==> src/hdl/brc_pkg.sv <==
// Shared types, constants and helpers for the block region classifier.
// Used by brc_front, brc_fifo, brc_back, the top level and the checker.
`timescale 1ns / 1ps
`default_nettype none

package brc_pkg;

	localparam int TILE_SIZE        = 16;
	localparam int TILE_BITS        = $clog2(TILE_SIZE);
	localparam int MAX_WIDTH        = 4096;
	localparam int MAX_HEIGHT       = 4096;
	localparam int MAX_TILES_ACROSS = 256;
	localparam int WIDTH_CAP        = (MAX_TILES_ACROSS * TILE_SIZE < MAX_WIDTH) ?
		MAX_TILES_ACROSS * TILE_SIZE : MAX_WIDTH;

	localparam int DIM_BITS   = 13;
	localparam int POS_BITS   = 12;
	localparam int TX_BITS    = 8;
	localparam int TY_BITS    = POS_BITS - TILE_BITS;
	localparam int SEG_BITS   = TILE_BITS + 1;
	localparam int CNT_BITS   = 9;
	localparam int FRAC_BITS  = 17;
	localparam int FRAC_SHIFT = 16;
	localparam int PROD_BITS  = FRAC_BITS + CNT_BITS;
	localparam int DATA_BITS  = 17;
	localparam int INDEX_BITS = 3;

	localparam logic [7:0] MASK_ON = 8'd255;

	localparam logic [INDEX_BITS-1:0] REG_IMAGE_WIDTH  = 3'd0;
	localparam logic [INDEX_BITS-1:0] REG_IMAGE_HEIGHT = 3'd1;
	localparam logic [INDEX_BITS-1:0] REG_MIN_DOMINANT = 3'd2;
	localparam logic [INDEX_BITS-1:0] REG_STRONG_PAIR  = 3'd3;

	localparam logic [1:0] CLS_NONE   = 2'd0;
	localparam logic [1:0] CLS_FLAT   = 2'd1;
	localparam logic [1:0] CLS_MID    = 2'd2;
	localparam logic [1:0] CLS_DETAIL = 2'd3;

	localparam int FIFO_DEPTH = 4;
	localparam int FIFO_PTR   = $clog2(FIFO_DEPTH);

	// one finished row segment of a tile
	typedef struct packed {
		logic [TX_BITS-1:0]  tx;
		logic [TY_BITS-1:0]  ty;
		logic [SEG_BITS-1:0] flat_cnt;
		logic [SEG_BITS-1:0] mid_cnt;
		logic [SEG_BITS-1:0] detail_cnt;
		logic [SEG_BITS-1:0] tw;
		logic [SEG_BITS-1:0] th;
		logic                end_y;
		logic                last;
	} seg_t;

	typedef struct packed {
		logic [FRAC_BITS-1:0] dominant;
		logic [FRAC_BITS-1:0] pair;
	} frac_cfg_t;

	// count * 2^16 >= frac * area
	function automatic logic reaches(input logic [CNT_BITS-1:0] cnt,
			input logic [PROD_BITS-1:0] prod);
		logic [PROD_BITS-1:0] scaled;
		scaled = PROD_BITS'({cnt, {FRAC_SHIFT{1'b0}}});
		return scaled >= prod;
	endfunction

endpackage

`default_nettype wire

==> src/hdl/brc_front.sv <==
// Front part: tracks the raster position, tests the mask bytes and sums
// each tile row segment. Depends on brc_pkg.
`timescale 1ns / 1ps
`default_nettype none

module brc_front (
	input  wire logic                         clk,
	input  wire logic                         arst_n,
	input  wire logic                         restart,
	input  wire logic [brc_pkg::DIM_BITS-1:0] width,
	input  wire logic [brc_pkg::DIM_BITS-1:0] height,
	input  wire logic                         push,
	input  wire logic                         fifo_full,
	input  wire logic [7:0]                   flat_byte,
	input  wire logic [7:0]                   mid_byte,
	input  wire logic [7:0]                   detail_byte,
	output logic                              seg_push,
	output brc_pkg::seg_t                     seg
);

	logic [brc_pkg::POS_BITS-1:0] col_q, row_q;
	logic [brc_pkg::SEG_BITS-1:0] acc_flat_q, acc_mid_q, acc_detail_q;
	logic [brc_pkg::SEG_BITS-1:0] sum_flat, sum_mid, sum_detail;
	logic [brc_pkg::DIM_BITS-1:0] col_inc, row_inc;
	logic                         accept, end_x, end_y, row_end, last_row;

	assign accept   = push && !fifo_full;
	assign col_inc  = {1'b0, col_q} + brc_pkg::DIM_BITS'(1);
	assign row_inc  = {1'b0, row_q} + brc_pkg::DIM_BITS'(1);
	assign row_end  = col_inc == width;
	assign last_row = row_inc == height;
	assign end_x    = (&col_q[brc_pkg::TILE_BITS-1:0]) || row_end;
	assign end_y    = (&row_q[brc_pkg::TILE_BITS-1:0]) || last_row;

	assign sum_flat   = acc_flat_q + brc_pkg::SEG_BITS'(flat_byte == brc_pkg::MASK_ON);
	assign sum_mid    = acc_mid_q + brc_pkg::SEG_BITS'(mid_byte == brc_pkg::MASK_ON);
	assign sum_detail = acc_detail_q + brc_pkg::SEG_BITS'(detail_byte == brc_pkg::MASK_ON);

	assign seg_push = accept && end_x;

	always_comb begin
		seg.tx         = col_q[brc_pkg::POS_BITS-1:brc_pkg::TILE_BITS];
		seg.ty         = row_q[brc_pkg::POS_BITS-1:brc_pkg::TILE_BITS];
		seg.flat_cnt   = sum_flat;
		seg.mid_cnt    = sum_mid;
		seg.detail_cnt = sum_detail;
		seg.tw         = brc_pkg::SEG_BITS'(col_q[brc_pkg::TILE_BITS-1:0]) +
			brc_pkg::SEG_BITS'(1);
		seg.th         = brc_pkg::SEG_BITS'(row_q[brc_pkg::TILE_BITS-1:0]) +
			brc_pkg::SEG_BITS'(1);
		seg.end_y      = end_y;
		seg.last       = row_end && last_row;
	end

	always_ff @(posedge clk or negedge arst_n) begin
		if (!arst_n) begin
			col_q        <= '0;
			row_q        <= '0;
			acc_flat_q   <= '0;
			acc_mid_q    <= '0;
			acc_detail_q <= '0;
		end else if (restart) begin
			col_q        <= '0;
			row_q        <= '0;
			acc_flat_q   <= '0;
			acc_mid_q    <= '0;
			acc_detail_q <= '0;
		end else if (accept) begin
			// segment sums restart after each tile column boundary
			acc_flat_q   <= end_x ? '0 : sum_flat;
			acc_mid_q    <= end_x ? '0 : sum_mid;
			acc_detail_q <= end_x ? '0 : sum_detail;
			if (row_end) begin
				col_q <= '0;
				row_q <= last_row ? '0 : row_inc[brc_pkg::POS_BITS-1:0];
			end else begin
				col_q <= col_inc[brc_pkg::POS_BITS-1:0];
			end
		end
	end

endmodule

`default_nettype wire

==> config.mk <==
export PLATFORM = sky130hd
export DESIGN_NAME = brc_front
export DESIGN_NICKNAME = d
export VERILOG_FILES = /design/src/hdl/brc_pkg.sv /design/src/hdl/brc_front.sv
export SDC_FILE = /design/constraint.sdc
export NUM_CORES = 1
export LEC_CHECK = 0
export BUFFER_PORTS_ARGS = -buffer_cell sky130_fd_sc_hd__buf_2
export CAP_MARGIN = 20
export CORE_UTILIZATION = 40
export DETAILED_ROUTE_END_ITERATION = 8
export PLACE_DENSITY_LB_ADDON = 0.05
export SLEW_MARGIN = 0
export SYNTH_ARGS = -nofsm -noshare
export SYNTH_HDL_FRONTEND = slang
export SYNTH_SLANG_ARGS = --single-unit
export TNS_END_PERCENT = 1
==> constraint.sdc <==
create_clock -name clk -period 7.9 [get_ports clk]
set_clock_uncertainty 0.1 [all_clocks]
set_input_delay 0.395 -clock clk [delete_from_list [all_inputs] [get_ports clk]]
set_output_delay 0.395 -clock clk [all_outputs]
set_load 0.01 [all_outputs]
==> impl_metrics.tcl <==
set metrics [dict create \
    required_ns 7.40 \
    ys_seq_elements 39 \
    synth_area_mm2 0.00331 \
    ys_seq_area_share_pct 29.5 \
    synth_area_per_cell_um2 8.41 \
    drt_iter0_markers 125 \
    power_density_mw_per_mm2 104 \
    setup_slack_ns 4.33 \
    drcViolationCount 0 \
    rows 32 \
    synth.area.top_cells "dfrtp_1 29%, xnor2_1 6.3%, nand3_1 5.0%" \
    clk_latency_ns 0.30 \
    hold_viol 0 \
    arrival_ns 3.08 \
    ir_drop_uv 50.7 \
    status "complete, no violations" \
    instances_no_fill 559 \
    drt_wl_total_mm 8.33 \
    cts_inserted_buffers 5 \
    clock-root-buffer "clkbuf_8" \
    nNetsFinal 519 \
    dpl.cell_count 551 \
    final_cell_mix "98 x buf_2, 39 x dfrtp_1, 33 x nand3_1, 33 x nand2_1, 24 x xnor2_1" \
    cts.reportedPaths.clkPinSlew_ns 0.09 \
    period_share_pct 45.3 \
    critPathKind "register to output pin" \
    setup_violations 0 \
    start_util_pct 42.0 \
    h-tree-depth 2 \
    drive_above_1_share_pct 25.4 \
    cts_hold_buf 0 \
    wl_per_cell_um 14.9 \
    via_per_inst 5.48 \
    p_leak_nw 1.73 \
    yosys.area.top_type "dfrtp_1" \
    drtAntennaViolNets 0 \
    die_area_mm2 0.00865 \
    first_pass_iters 4 \
    maxSlewHeadroom_pct 37.4 \
    path_max_fanout 24 \
    synthArstFlopShare_pct 100 \
    fmax_mhz 280 \
    end_kind "output pin" \
    synth_top_area_share_pct 29.5 \
    antenna_found_initial 0 \
    detailed_place_hpwl_mm 6.09 \
    cp-start-kind "register" \
    cts_setup_buffers 0 \
    core-area_mm2 0.00789 \
    die_w_um 93.0 \
    cts_tree "done" \
    min_period_ns 3.57 \
    cap_violations 0 \
    fin_area_mm2 0.00378 \
    syn_nets 457 \
    numPortBuffers 98 \
    synthToLayoutAreaGrowth_pct 14.0 \
    rsz0062_at_grt "no" \
    clock_path_buffers 2 \
    grt_pass1_wl_mm 14.0 \
    final_common_cell "buf_2" \
    dieHeight_um 93.0 \
    synth_edf_count 0 \
    slew_viol_final 0 \
    ys_types 58 \
    tightestPinTransition_ns 0.939 \
    p_total_uw 394 \
    min_path_type "input port to asynchronous set/reset pin" \
    yosys_warnings 0 \
    num_antenna_cells 0 \
    fin_tns_setup_ns 0 \
    routed-via-count 3061 \
    io_pins 99 \
    cts_resized 0 \
    fillers 791 \
    grtUsageTotal_pct 20.2 \
    synth_ff_type "dfrtp_1" \
    dpl_cell_area_mm2 0.00369 \
    gp_congestion 0.841 \
    cts.sink_count 39 \
    pre_cts_ws_ns 4.44 \
    grt-ovfl-total 0 \
    grt_max_degree 40 \
    grt_pass1_vias 2892 \
    synth_cells 394 \
]
worst paths after layout:
path | cells past startpoint | slack [ns] | startpoint | end
worst min register to register | 1 | 0.42 | acc_detail_q[0]$_DFFE_PN0P_ | acc_detail_q[0]$_DFFE_PN0P_
worst max register to register | 8 | 4.43 | col_q[0]$_DFFE_PN0P_ | row_q[6]$_DFFE_PN0P_
min in group clk | 1 | 0.42 | acc_detail_q[0]$_DFFE_PN0P_ | acc_detail_q[0]$_DFFE_PN0P_
worst min-delay path | 1 | 0.11 | arst_n | col_q[11]$_DFFE_PN0P_
worst max-delay path | 9 | 4.33 | row_q[0]$_DFFE_PN0P_ | seg[1]
max in group asynchronous | 1 | 7.00 | arst_n | row_q[0]$_DFFE_PN0P_
worst max-delay path, cell delays in order, from the launching register on:
cell and delay, ns:
dfrtp_1 0.44, ha_1 0.33, nand3_1 0.23, inv_1 0.16
nand3_1 0.17, mux2_2 0.32, a311oi_1 0.26, a2111o_1 0.57
nand2_1 0.14, buf_2 0.17
logic make-up after synthesis:
kind of cell / after synthesis / synth area share [%]
AOI/OAI and AO/OA: 75 / 15.7
xor gates and xnor gates: 39 / 11.6
adders and majority gates: 8 / 3.02
buffers and inverters: 61 / 9.52
DFF: 39 / 29.5
muxes: 6 / 1.85
and+or+nand+nor: 166 / 28.9
registers in the layout, summed over array words and instances (netlist names):
name	count
acc_flat_q	5
acc_mid_q	5
row_q	12
col_q	12
acc_detail_q	5
synth_stat cells, types with 10 or more instances:
cell / number
a21oi_1: 20
o21ai_0: 12
clkbuf_1: 21
nand4_1: 13
nor3_1: 10
dfrtp_1: 39
a31oi_1: 11
nand2_1: 33
a22o_1: 12
nand3_1: 33
buf_4: 18
xnor2_1: 24
nor2_1: 17
xor2_1: 12
inv_1: 16
per-stage QoR:
step                      utilization (%)  hold WS [ns]
after floorplan                         -     -0.000591
after global placement               46.8         0.395
after detailed placement             46.8         0.409
after CTS                            47.9         0.168
after global routing                 47.9         0.212
final                                47.9         0.112
where the power goes:
group          internal (mW)  total, mW  switching [mW]
clock network         0.0618      0.139          0.0771
registers              0.200      0.202         0.00171
logic                 0.0236     0.0535          0.0298
total                  0.286      0.394           0.109
area by class of cell:
type	instances	area [um2]	area share (%)
Multi-Input combinational cell	294	2020	53.5
Tap cell	102	128	3.38
Clock buffer	6	72.6	1.92
Timing Repair Buffer	100	505	13.4
Sequential cell	39	976	25.8
Clock inverter	2	12.5	0.331
Inverter	16	60.1	1.59
layer usage:
layer  GRT usage [%]  wire (um)  vias to the layer above
met2            32.4       3840                       80
met3            3.66        410                        7
met4            4.87         73                        0
li1                -          -                     1527
met1            28.2       4000                     1447
met5               0          0                        -
Power figures use the tool's default switching activity.
