==> src/hdl/brc_pkg.sv <==
// Shared types, constants and helpers for the block region classifier.
// Used by brc_front, brc_fifo, brc_back, the top level and the checker.
`timescale 1ns / 1ps
`default_nettype none

package brc_pkg;

	localparam int TILE_SIZE        = 16;
	localparam int TILE_BITS        = $clog2(TILE_SIZE);
	localparam int MAX_WIDTH        = 4096;
	localparam int MAX_HEIGHT       = 4096;
	localparam int MAX_TILES_ACROSS = 256;
	localparam int WIDTH_CAP        = (MAX_TILES_ACROSS * TILE_SIZE < MAX_WIDTH) ?
		MAX_TILES_ACROSS * TILE_SIZE : MAX_WIDTH;

	localparam int DIM_BITS   = 13;
	localparam int POS_BITS   = 12;
	localparam int TX_BITS    = 8;
	localparam int TY_BITS    = POS_BITS - TILE_BITS;
	localparam int SEG_BITS   = TILE_BITS + 1;
	localparam int CNT_BITS   = 9;
	localparam int FRAC_BITS  = 17;
	localparam int FRAC_SHIFT = 16;
	localparam int PROD_BITS  = FRAC_BITS + CNT_BITS;
	localparam int DATA_BITS  = 17;
	localparam int INDEX_BITS = 3;

	localparam logic [7:0] MASK_ON = 8'd255;

	localparam logic [INDEX_BITS-1:0] REG_IMAGE_WIDTH  = 3'd0;
	localparam logic [INDEX_BITS-1:0] REG_IMAGE_HEIGHT = 3'd1;
	localparam logic [INDEX_BITS-1:0] REG_MIN_DOMINANT = 3'd2;
	localparam logic [INDEX_BITS-1:0] REG_STRONG_PAIR  = 3'd3;

	localparam logic [1:0] CLS_NONE   = 2'd0;
	localparam logic [1:0] CLS_FLAT   = 2'd1;
	localparam logic [1:0] CLS_MID    = 2'd2;
	localparam logic [1:0] CLS_DETAIL = 2'd3;

	localparam int FIFO_DEPTH = 4;
	localparam int FIFO_PTR   = $clog2(FIFO_DEPTH);

	// one finished row segment of a tile
	typedef struct packed {
		logic [TX_BITS-1:0]  tx;
		logic [TY_BITS-1:0]  ty;
		logic [SEG_BITS-1:0] flat_cnt;
		logic [SEG_BITS-1:0] mid_cnt;
		logic [SEG_BITS-1:0] detail_cnt;
		logic [SEG_BITS-1:0] tw;
		logic [SEG_BITS-1:0] th;
		logic                end_y;
		logic                last;
	} seg_t;

	typedef struct packed {
		logic [FRAC_BITS-1:0] dominant;
		logic [FRAC_BITS-1:0] pair;
	} frac_cfg_t;

	// count * 2^16 >= frac * area
	function automatic logic reaches(input logic [CNT_BITS-1:0] cnt,
			input logic [PROD_BITS-1:0] prod);
		logic [PROD_BITS-1:0] scaled;
		scaled = PROD_BITS'({cnt, {FRAC_SHIFT{1'b0}}});
		return scaled >= prod;
	endfunction

endpackage

`default_nettype wire

==> src/hdl/brc_fifo.sv <==
// Short queue of row segments between the front and back parts.
// Depends on brc_pkg.
`timescale 1ns / 1ps
`default_nettype none

module brc_fifo (
	input  wire logic          clk,
	input  wire logic          arst_n,
	input  wire logic          wr_en,
	input  wire brc_pkg::seg_t din,
	output logic               full,
	input  wire logic          rd_en,
	output brc_pkg::seg_t      dout,
	output logic               empty
);

	brc_pkg::seg_t                entry_q [brc_pkg::FIFO_DEPTH];
	logic [brc_pkg::FIFO_PTR-1:0] wr_ptr_q, rd_ptr_q;
	logic [brc_pkg::FIFO_PTR:0]   count_q;
	logic                         do_wr, do_rd;

	assign full  = count_q == (brc_pkg::FIFO_PTR + 1)'(brc_pkg::FIFO_DEPTH);
	assign empty = count_q == '0;
	assign do_wr = wr_en && !full;
	assign do_rd = rd_en && !empty;
	assign dout  = entry_q[rd_ptr_q];

	always_ff @(posedge clk) begin
		if (do_wr) begin
			entry_q[wr_ptr_q] <= din;
		end
	end

	always_ff @(posedge clk or negedge arst_n) begin
		if (!arst_n) begin
			wr_ptr_q <= '0;
			rd_ptr_q <= '0;
			count_q  <= '0;
		end else begin
			if (do_wr) begin
				wr_ptr_q <= wr_ptr_q + brc_pkg::FIFO_PTR'(1);
			end
			if (do_rd) begin
				rd_ptr_q <= rd_ptr_q + brc_pkg::FIFO_PTR'(1);
			end
			if (do_wr && !do_rd) begin
				count_q <= count_q + (brc_pkg::FIFO_PTR + 1)'(1);
			end else if (do_rd && !do_wr) begin
				count_q <= count_q - (brc_pkg::FIFO_PTR + 1)'(1);
			end
		end
	end

endmodule

`default_nettype wire

==> config.mk <==
export PLATFORM = sky130hd
export DESIGN_NAME = brc_fifo
export DESIGN_NICKNAME = d
export VERILOG_FILES = /design/src/hdl/brc_pkg.sv /design/src/hdl/brc_fifo.sv
export SDC_FILE = /design/constraint.sdc
export NUM_CORES = 1
export LEC_CHECK = 0
export BUFFER_PORTS_ARGS = -buffer_cell sky130_fd_sc_hd__buf_2
export CORE_ASPECT_RATIO = 2
export CORE_MARGIN = 4
export CORE_UTILIZATION = 57
export CTS_CLUSTER_SIZE = 10
export DETAILED_ROUTE_END_ITERATION = 10
export PLACE_DENSITY = 0.84
export SYNTH_ARGS = -nofsm -noshare
export SYNTH_HDL_FRONTEND = slang
export SYNTH_SLANG_ARGS = --single-unit
==> constraint.sdc <==
create_clock -name clk -period 2.8 [get_ports clk]
set_input_delay 0 -clock clk [delete_from_list [all_inputs] [get_ports clk]]
set_output_delay 0 -clock clk [all_outputs]
set_load 0.01 [all_outputs]
==> summary.md, run 1 <==
| Metric | Value |
|---|---|
| Dpl hpwl | 7520 µm |
| Power Dens Cells | between 1000 and 1500 nW/µm² |
| Setup ws final | 555 ps |
| CP cell instances | nor3b_2 > nor2b_1 > ha_1 > inv_1 > fa_1 > xor2_1 > nor2_1 > xor2_1 |
| Status | finished clean |
| Final Cycle Share | 80.2% |
| CTS tree | built |
| Top delay family on crit path | simple AND/OR/NAND/NOR gates |
| Routed Antenna Nets | 0 |
| Fill cells | 692 |
| Root Driver | clkbuf_16 |
| LEAKAGE | just under 3 nW |
| Crit-path max FO | 7 |
| Worst path bufs/invs | 1 |
| Critical Path Sink Type | flip-flop |
| Core Footprint | approximately 11000 µm² |
| Crit path launch type | flip-flop |
| Die X | around 85 µm |
| Fmax | 445 MHz |
| Vias in the first global route | 3413 |
| Worst-path clk slew | around 60 ps |
| H-tree Lvls | 4 |
| Vias | about 3200 |
| Actual slew at the worst max-slew pin | 548 ps |
| Placed insts | 491 |
| DR WL/cell | between 20 and 25 µm |
| Vias per inst | ~5.6 |
| Slowest cell on crit path | nor2b_1 |
| Hold Crit Class | in2reg |
| Commonest non-fill, non-tap cell in the layout | edfxtp_1 |
| DRC errors left | 0 |
| RSZ-0062 raised after global routing | no |
| Final hold violation count | 0 |
| Max stage delay on crit path | around 450 ps |
| Gr ovfl total | 0 |
| First-pass GRT wire length | 19600 µm |
| Synth Register Bits | roughly 180 |
| Initial core utilization | between 50 and 60% |
| Place WS | ~560 ps |
| Most frequent cells in the layout | edfxtp_1, buf_2, dlygate4sd3_1 |
| Synthesized net count | 314 |
| Die Span Y | between 150 and 200 µm |
| Num ports | about 90 |
| Initial DRC Count | approximately 220 |
| Final Instance Count excl. Fillers | between 500 and 600 |
| Sequential area share after synthesis | between 70% and 80% |
| Period minus WS final | between 2000 and 2500 ps |
| WS Path Type | reg2reg |
| Post-synth EDFFs | approximately 170 |
| Gpl congestion | 0.773 |
| Antenna Cells | 0 |
| Share of layout cells above drive strength 1 | approximately two fifths |
| Predominant post-synthesis flop cell | edfxtp_1 |
| Synth cell types | 21 |
| Pre-Repair DR Iteration Count | 6 |
| Max_cap viols | 0 |
| Synth async-reset ratio | 3.91% |
| Initial antenna violation count | 0 |
| Post-synthesis area per instance | about 26 µm² |
| Yosys Warn Count | 0 |
| I/O Buffers | slightly above 90 |
| TritonCTS buffer count | 17 |
| Row count | 55 |
| Number of hold buffers added after CTS | 46 |
| Die footprint | roughly 14000 µm² |
| Post-CTS sizing | 0 |
| IR Drop Worst-Case VDD | 0.625 mV |
| Post-CTS setup buffer count | 0 |
| Total clock sinks | 179 |
| Cells after Synth | 261 |
| Hold_ws | between 80 and 90 ps |
| Fin util | roughly three quarters |
| Mapped Area | between 6000 and 7000 µm² |
| WL final | 12400 µm |
| Clock Latency Late Sink | ~420 ps |
| Worst Path Arrival | between 2000 and 3000 ps |
| Max Slew Vio Count | 0 |
| Longest Clk Path Bufs | 2 |
| Max Clock Skew | 5.84 ps |
| GRT Total Usage | 19.6% |
| TNS Setup | 0 ps |
| Slew headroom | 63.4% |
| Largest net degree at the start of global routing | 28 |
| Area growth, synth to finish | 25.1% |
| NumNets Final | between 400 and 500 |
| Final Setup Violations | 0 |
| Most used cell, CP | xor2_1 |
| Worst EP required | approximately 3100 ps |
[through the flow]
stage / total power [W] / cell area, µm²
3_3_place_gp: 0.00617 / 7310
5_1_grt: 0.00902 / 8370
2_1_floorplan: 0.00547 / 6690
4_1_cts: 0.00871 / 8370
6_report: 0.00861 / 8370
3_5_place_dp: 0.00627 / 7310
[layer usage]
metal | wire length, µm | global-route usage, %
met4 | 326 | 8.50
met1 | 4500 | 24.1
met2 | 6980 | 33.5
met3 | 561 | 4.24
met5 | 0 | 0
[cell families (layout without fill, tap and decap cells)]
family	Yosys count	in the layout	synth area share [%]
DFF	179	179	79.8
xor gates and xnor gates	6	6	0.785
buffers and inverters	15	181	2.13
muxes	45	45	15.1
and+or+nand+nor	10	10	0.934
adders and majority gates	6	6	1.23
[Yosys cell counts (2+ instances only)]
cell type,n,area share (%)
edfxtp_1,172,77
xnor2_1,4,0.52
mux4_1,5,2.0
mux4_2,38,13
buf_12,4,1.2
dfrtp_1,7,2.6
buf_2,5,0.37
buf_6,2,0.34
inv_1,4,0.22
xor2_1,2,0.26
and2_1,4,0.37
ha_1,5,0.93
[sequential cells by signal (all words and copies together) (netlist names)]
register and flops:
entry_q 172, rd_ptr_q 2, count_q 3, wr_ptr_q 2
[worst register-to-register path, cell delays in order, from the launching register on]
cell,delay (ps)
dfrtp_1,390
nor3b_2,170
nor2b_1,450
ha_1,290
inv_1,70
fa_1,380
xor2_1,150
nor2_1,120
xor2_1,150
[power by group]
group	leakage, nW	total (W)	internal, W	switching [W]
Combinational	1.03	0.00235	0.00119	0.00115
Sequential	1.66	0.00388	0.00355	0.000325
Clock	0.294	0.00239	0.00141	0.000973
[path summary, 6_finish.rpt]
check	from	to	slack, ps	depth (start not counted)
max	count_q[2]	count_q[2]	550	8
min	wr_en	wr_ptr_q[0]	80	3
max reg2reg	count_q[2]	count_q[2]	550	8
min reg2reg	count_q[2]	count_q[2]	480	1
max in group asynchronous	arst_n	rd_ptr_q[0]	1920	3
min in group asynchronous	arst_n	count_q[2]	590	3
[cell type report]
class | count | area, µm² | share of cell area [%]
sequential | 179 | 5350 | 63.8
multi-input combinational | 67 | 1220 | 14.5
timing repair buffer | 145 | 1010 | 12.1
clock buffer | 17 | 425 | 5.08
clock inverter | 15 | 179 | 2.14
tap | 142 | 178 | 2.12
inverter | 4 | 15.0 | 0.179
Note: power is estimated with default switching activity, not from simulation.
==> inputs of run 2 (changes only) <==
- ABC_AREA: default -> 1
- CORE_UTILIZATION: 57 -> 58
- PLACE_DENSITY: 0.84 -> 0.85
- clock period: 2.8 -> 2.1 ns (I/O delays scaled with it)
==> run 2 against run 1 <==
Wire length up 25%. Clock power up 36%. Flip-flop and latch count unchanged. Register-to-register slack worse by 400 ps. Sequential power up 28%. First-iteration DRC count up 58%. Critical path depth up 1. Setup slack worse by 400 ps. Worst hold slack better by 240 ps. Utilization up 0.36 points. Synthesized area up 9.5%. Largest power group unchanged. Highest routed layer unchanged.
==> summary.md, run 2 <==
| Metric | Value |
|---|---|
| Status | finished clean |
| Largest net degree at the start of global routing | 45 (+61%) |
| IR Drop Worst-Case VDD | 1.01 mV (+62%) |
| DR WL/cell | 17.8 µm (-18%) |
| LEAKAGE | 3.74 nW (+26%) |
| Yosys Warn Count | 0 (unchanged) |
| WS Path Type | reg2reg |
| Hold_ws | 320 ps (+240 ps) |
| Gpl congestion | 0.842 (+8.9%) |
| Top-area cell type share of the netlist area | 70.5% (-6.7 points) |
| Commonest non-fill, non-tap cell in the layout | edfxtp_1 |
| Synth cell types | 16 (-24%) |
| Row count | 57 (+3.6%) |
| Top reg by flops | entry_q |
| Post-CTS setup buffer count | 0 (unchanged) |
| Routed Antenna Nets | 0 (unchanged) |
| Hold Crit Class | in2reg |
| Worst EP required | 2390 ps (-750 ps) |
| Slew headroom | 71.5% (+8.2 points) |
| Yosys top cell by area | edfxtp_1 |
| Pre-Repair DR Iteration Count | 4 (-2) |
| Initial antenna violation count | 0 (unchanged) |
| Clock Latency Late Sink | 430 ps (about the same) |
| Final Instance Count excl. Fillers | 865 (+52%) |
| Most frequent cells in the layout | edfxtp_1, nand2_1, inv_1 |
| Initial core utilization | 59.7% (+1.1 points) |
| Vias in the first global route | 5076 (+49%) |
| Crit-path max FO | 4 (-3) |
| Share of layout cells above drive strength 1 | 19.9% (-22 points) |
| First-pass GRT wire length | 24400 µm (+25%) |
| Initial DRC Count | 341 (+58%) |
| Final Setup Violations | 0 (unchanged) |
| Post-synth top cells | edfxtp_1, nand2_1, inv_1 |
| Largest registers | entry_q: 172 flops, count_q: 3 flops |
| GRT Total Usage | 22.3% (+2.7 points) |
| Vias per inst | 5.51 (-1.4%) |
| Synthesized net count | 616 (+96%) |
| Worst-path clk slew | 80 ps (+20 ps) |
| Actual slew at the worst max-slew pin | 427 ps (-121 ps) |
| Final hold violation count | 0 (unchanged) |
| Placed insts | 786 (+60%) |
| Period minus WS final | 1950 ps (-299 ps) |
| Fmax | 514 MHz (+15%) |
| Antenna Cells | 0 (unchanged) |
| DRC errors left | 0 (unchanged) |
| Root Driver | clkbuf_16 |
| Predominant post-synthesis flop cell | edfxtp_1 |
| Area growth, synth to finish | 23.3% |
| Num ports | 92 (unchanged) |
| Post-synth EDFFs | 172 (unchanged) |
| Synth Register Bits | 179 (unchanged) |
| Die X | 87.5 µm (+3.4%) |
| Post-synthesis area per instance | 13.0 µm² (-49%) |
| Die footprint | 14600 µm² (+7.0%) |
| Critical Path Sink Type | flip-flop |
| Mapped Area | 7330 µm² (+9.5%) |
| Worst reg2reg setup slack | 150 ps (-400 ps) |
| Fill cells | 758 (+9.5%) |
| I/O Buffers | 91 (unchanged) |
| Power Dens Cells | 1380 nW/µm² (+34%) |
| Synth top area cells | edfxtp_1, o211ai_1, nand2_1, inv_1, buf_6 |
| CTS tree | built |
| Max Clock Skew | 14.0 ps (+8.20 ps) |
| Crit path launch type | flip-flop |
| Sequential area share after synthesis | 72.9% (-6.9 points) |
| Max_cap viols | 0 (unchanged) |
| Fin util | 73.6% (+0.36 points) |
| Die Span Y | 167 µm (+3.5%) |
| Final Cycle Share | 92.7% (+13 points) |
| TritonCTS buffer count | 17 (unchanged) |
| RSZ-0062 raised after global routing | no |
| Cells after Synth | 563 (+120%) |
| Total clock sinks | 179 (unchanged) |
| Gr ovfl total | 0 (unchanged) |
| Vias | 4769 (+50%) |
| Synth async-reset ratio | 3.91% (unchanged) |
| Dpl hpwl | 9460 µm (+26%) |
| Max reg flops | 172 (unchanged) |
| Longest Clk Path Bufs | 2 (unchanged) |
| H-tree Lvls | 4 (unchanged) |
| NumNets Final | 758 (+62%) |
| WL final | 15400 µm (+25%) |
| Max Slew Vio Count | 0 (unchanged) |
| Most frequent cell after synthesis | edfxtp_1 |
| Core Footprint | 12300 µm² (+7.4%) |
| Worst Path Arrival | 2240 ps (-350 ps) |
## run 2: cell types whose count changed in the layout (fill, tap and decap cells not counted), sizes merged, moves of 5 or more
| cell | change |
|---|---|
| inv | +101 |
| nand2 | +146 |
| buf | +5 |
| o211ai | +86 |
| mux4 | -43 |
| nand3 | +6 |
## run 2: cell type report
| class | instances | area (µm²) | area share (%) |
|---|---|---|---|
| Sequential cell | 179 | 5340 | 59.1 |
| Multi-Input combinational cell | 253 | 1380 | 15.3 |
| Timing Repair Buffer | 151 | 1100 | 12.2 |
| Clock buffer | 17 | 425 | 4.71 |
| Inverter | 103 | 392 | 4.34 |
| Clock inverter | 15 | 213 | 2.35 |
| Tap cell | 147 | 184 | 2.04 |
## run 2: final timing paths
check | to | from | cells after the start
min | entry_q[0][23] | din[23] | 2
max in group asynchronous | rd_ptr_q[1] | arst_n | 3
min in group asynchronous | rd_ptr_q[0] | arst_n | 3
max | count_q[1] | count_q[1] | 9
max reg2reg | count_q[1] | count_q[1] | 9
min reg2reg | count_q[2] | count_q[2] | 2
## run 2: report_power, final
part | internal [W] | switching (W)
clock network | 0.00174 | 0.00150
logic | 0.00148 | 0.00273
registers | 0.00470 | 0.000272
## run 2: stage by stage
step                setup WS (ps)  power, W  cell area, µm²  setup TNS, ps
floorplan                    -210   0.00778            7340         -36090
global placement              384   0.00892            7920              0
detailed placement            214   0.00918            7920              0
CTS                           121    0.0125            9030              0
global route                 10.2    0.0131            9030              0
finish                        154    0.0124            9030              0
## run 2: worst max-delay path, stage by stage, from the launching register on
cell	delay, ps
dfrtp_1	410
inv_1	120
nand3_1	160
nand2_1	120
inv_1	60
ha_1	220
inv_1	100
fa_1	420
nand2_1	100
o21ai_0	110
## run 2: metal layers
| layer | global-route usage (%) | up-vias | routed length (µm) |
|---|---|---|---|
| met4 | 12.6 | 0 | 566 |
| met3 | 5.04 | 40 | 878 |
| met2 | 39.9 | 198 | 8730 |
| met1 | 23.1 | 2288 | 5230 |
| met5 | 0 | - | 0 |
| li1 | - | 2243 | - |
## run 2: kinds of logic after synthesis
| logic type | after synthesis | synth area share, % |
|---|---|---|
| flip-flops | 179 | 72.9 |
| AND/OR/NAND/NOR | 159 | 8.30 |
| buffers and inverters | 131 | 8.71 |
| AO/OA/AOI/OAI | 87 | 8.88 |
| adder cells (fa/ha/maj) | 6 | 1.13 |
| XOR/XNOR | 1 | 0.120 |
## run 2: repair_timing
item	4_1_cts	5_1_grt
endpoints found under the hold margin	183	0
hold buffers	47	0
gates resized for setup	0	1
endpoints found under the setup margin	0	2
==> inputs of run 3 (changes only) <==
- CORE_UTILIZATION: 58 -> 50
- PLACE_DENSITY: 0.85 -> 0.75
- clock period: 2.1 -> 1.9 ns (I/O delays scaled with it)
==> run 3 against run 2 <==
Clock skew shrank 4.7 ps. Combinational power up 15%. Sequential power is 9.3% higher. Die area increased by 15%. Non-clock buffer count rose by 3. Worst hold slack better by 6.4 ps. Final cell count is 5.7% higher. Wire length is 2.0% lower. Sequential share of layout area shrank 0.87 points. Via count is 2.2% lower.
==> summary.md, run 3 (synthesized netlist as in run 2, its figures left out) <==
| Metric | Value |
|---|---|
| NumNets Final | 762 (+0.53%) |
| Gpl congestion | 0.860 (+2.1%) |
| Initial DRC Count | 267 (-22%) |
| Crit path launch type | flip-flop |
| Critical Path Sink Type | output pin |
| I/O Buffers | 91 (unchanged) |
| Final Setup Violations | 0 (unchanged) |
| First-pass GRT wire length | 23800 µm (-2.8%) |
| GRT Total Usage | 19.0% (-3.3 points) |
| Pre-Repair DR Iteration Count | 4 (unchanged) |
| Final Cycle Share | about 94% |
| Vias in the first global route | 4793 (-5.6%) |
| Initial core utilization | 51.1% (-8.7 points) |
| Fin util | 63.9% (-9.7 points) |
| Fmax | 561 MHz |
| Max_cap viols | 0 (unchanged) |
| Die Span Y | 179 µm (+7.3%) |
| Gr ovfl total | 0 (unchanged) |
| Worst flop-to-flop path startpoint | count_q[2] |
| Row count | 62 (+8.8%) |
| Setup ws final | 118 ps (-36.0 ps) |
| LEAKAGE | 3.76 nW (+0.58%) |
| Longest Clk Path Bufs | 2 (unchanged) |
| Initial antenna violation count | 0 (unchanged) |
| Total clock sinks | 179 (unchanged) |
| Design Area, Final | 9170 µm² (+1.5%) |
| Num ports | 92 (unchanged) |
| Core Footprint | 14400 µm² (+17%) |
| HP Start | din[26] |
| Top reg by flops | entry_q |
| Largest registers | entry_q: 172 flops, count_q: 3 flops |
| Status | finished clean |
| TritonCTS buffer count | 17 (unchanged) |
| Share of layout cells above drive strength 1 | 21.1% (+1.1 points) |
| Vias per inst | 5.10 (-7.5%) |
| Largest net degree at the start of global routing | 51 (+13%) |
| Root Driver | clkbuf_16 |
| Die X | 93.6 µm (+7.0%) |
| Period minus WS final | around 1800 ps |
| CP Launch Point | rd_ptr_q[1] |
| Clock Latency Late Sink | 430 ps (about the same) |
| Worst-path clk slew | 70 ps (about the same) |
| Power Dens Cells | 1510 nW/µm² (+10%) |
| Crit-path max FO | 45 (+41) |
| Slew headroom | 62.3% (-9.3 points) |
| Placement Cell Area | 8040 µm² (+1.5%) |
| Place WS | 86.1 ps (-128 ps) |
| Most frequent cells in the layout | edfxtp_1, nand2_1, inv_1 |
| Hold_ws | 327 ps (+6.35 ps) |
| H-tree Lvls | 4 (unchanged) |
| DR WL/cell | 16.5 µm (-7.3%) |
| WL final | 15100 µm (-2.0%) |
| Max Slew Vio Count | 0 (unchanged) |
| Pwr Total | 0.0139 W (+12%) |
| CTS tree | built |
| Die footprint | 16800 µm² (+15%) |
| Max reg flops | 172 (unchanged) |
| Worst Path Arrival | 1780 ps (-460 ps) |
| Max Clock Skew | 9.36 ps (-4.68 ps) |
| Final hold violation count | 0 (unchanged) |
| Dpl hpwl | 9620 µm (+1.7%) |
| Area growth, synth to finish | 25.1% |
| Commonest non-fill, non-tap cell in the layout | edfxtp_1 |
| Worst EP required | 1900 ps (-490 ps) |
| Antenna Cells | 0 (unchanged) |
| WS Path Type | reg2out |
| Vias | 4663 (-2.2%) |
| Hold Crit Class | in2reg |
| IR Drop Worst-Case VDD | 1.17 mV (+16%) |
| DRC errors left | 0 (unchanged) |
| Actual slew at the worst max-slew pin | 566 ps (+139 ps) |
| Routed Antenna Nets | 0 (unchanged) |
run 3: cell count changes in the layout (fill, tap and decap cells not counted), sizes merged:
cell,before,now
buf,104,107
bufinv,1,3
clkinvlp,0,3
clkbuf,17,18
clkinv,7,3
inv,110,109
run 3: per-layer routing:
metal / part of all wire, % / track usage [%]
met2: 57 / 35.5
met5: 0 / 0
met1: 37 / 19.6
met3: 3.0 / 3.95
met4: 2.5 / 9.76
run 3: worst paths after layout:
kind                             endpoint  cells past startpoint  slack, ps
setup reg to reg               count_q[2]                     10        120
hold / removal             entry_q[1][26]                      2        330
hold reg to reg                count_q[2]                      2        550
min in group asynchronous      count_q[1]                      3        520
max in group asynchronous     rd_ptr_q[1]                      3       1120
setup / recovery                 dout[25]                      4        120
run 3: repair_timing:
action	4_1_cts	5_1_grt
setup endpoints to repair	0	15
hold buffers	47	0
gates resized for setup	0	9
buffers inserted	0	1
endpoints found under the hold margin	183	0
run 3: metrics by stage:
stage	cells	TNS [ps]
after floorplan	563	-70490
after global placement	833	0
after detailed placement	833	0
after CTS	912	0
after global routing	914	-3.52
final	914	0
run 3: final cells by class:
cell class | count | area [µm²]
Clock inverter | 14 | 190
Timing Repair inverter | 1 | 5.00
Tap cell | 192 | 240
Clock buffer | 18 | 429
Timing Repair Buffer | 154 | 1180
Fill cell | 1014 | 5180
Multi-Input combinational cell | 253 | 1390
Inverter | 103 | 392
Sequential cell | 179 | 5340
run 3: critical path, cell delays in order (launching register included):
cell and delay (ps):
dfrtp_2 360, buf_4 480, o211ai_1 180, nand2_1 160, buf_2 160
run 3: report_power, final:
group | internal (W) | total, W | switching [W]
registers | 0.00519 | 0.00543 | 0.000236
clock network | 0.00211 | 0.00362 | 0.00151
logic | 0.00175 | 0.00483 | 0.00308
total | 0.00906 | 0.0139 | 0.00483
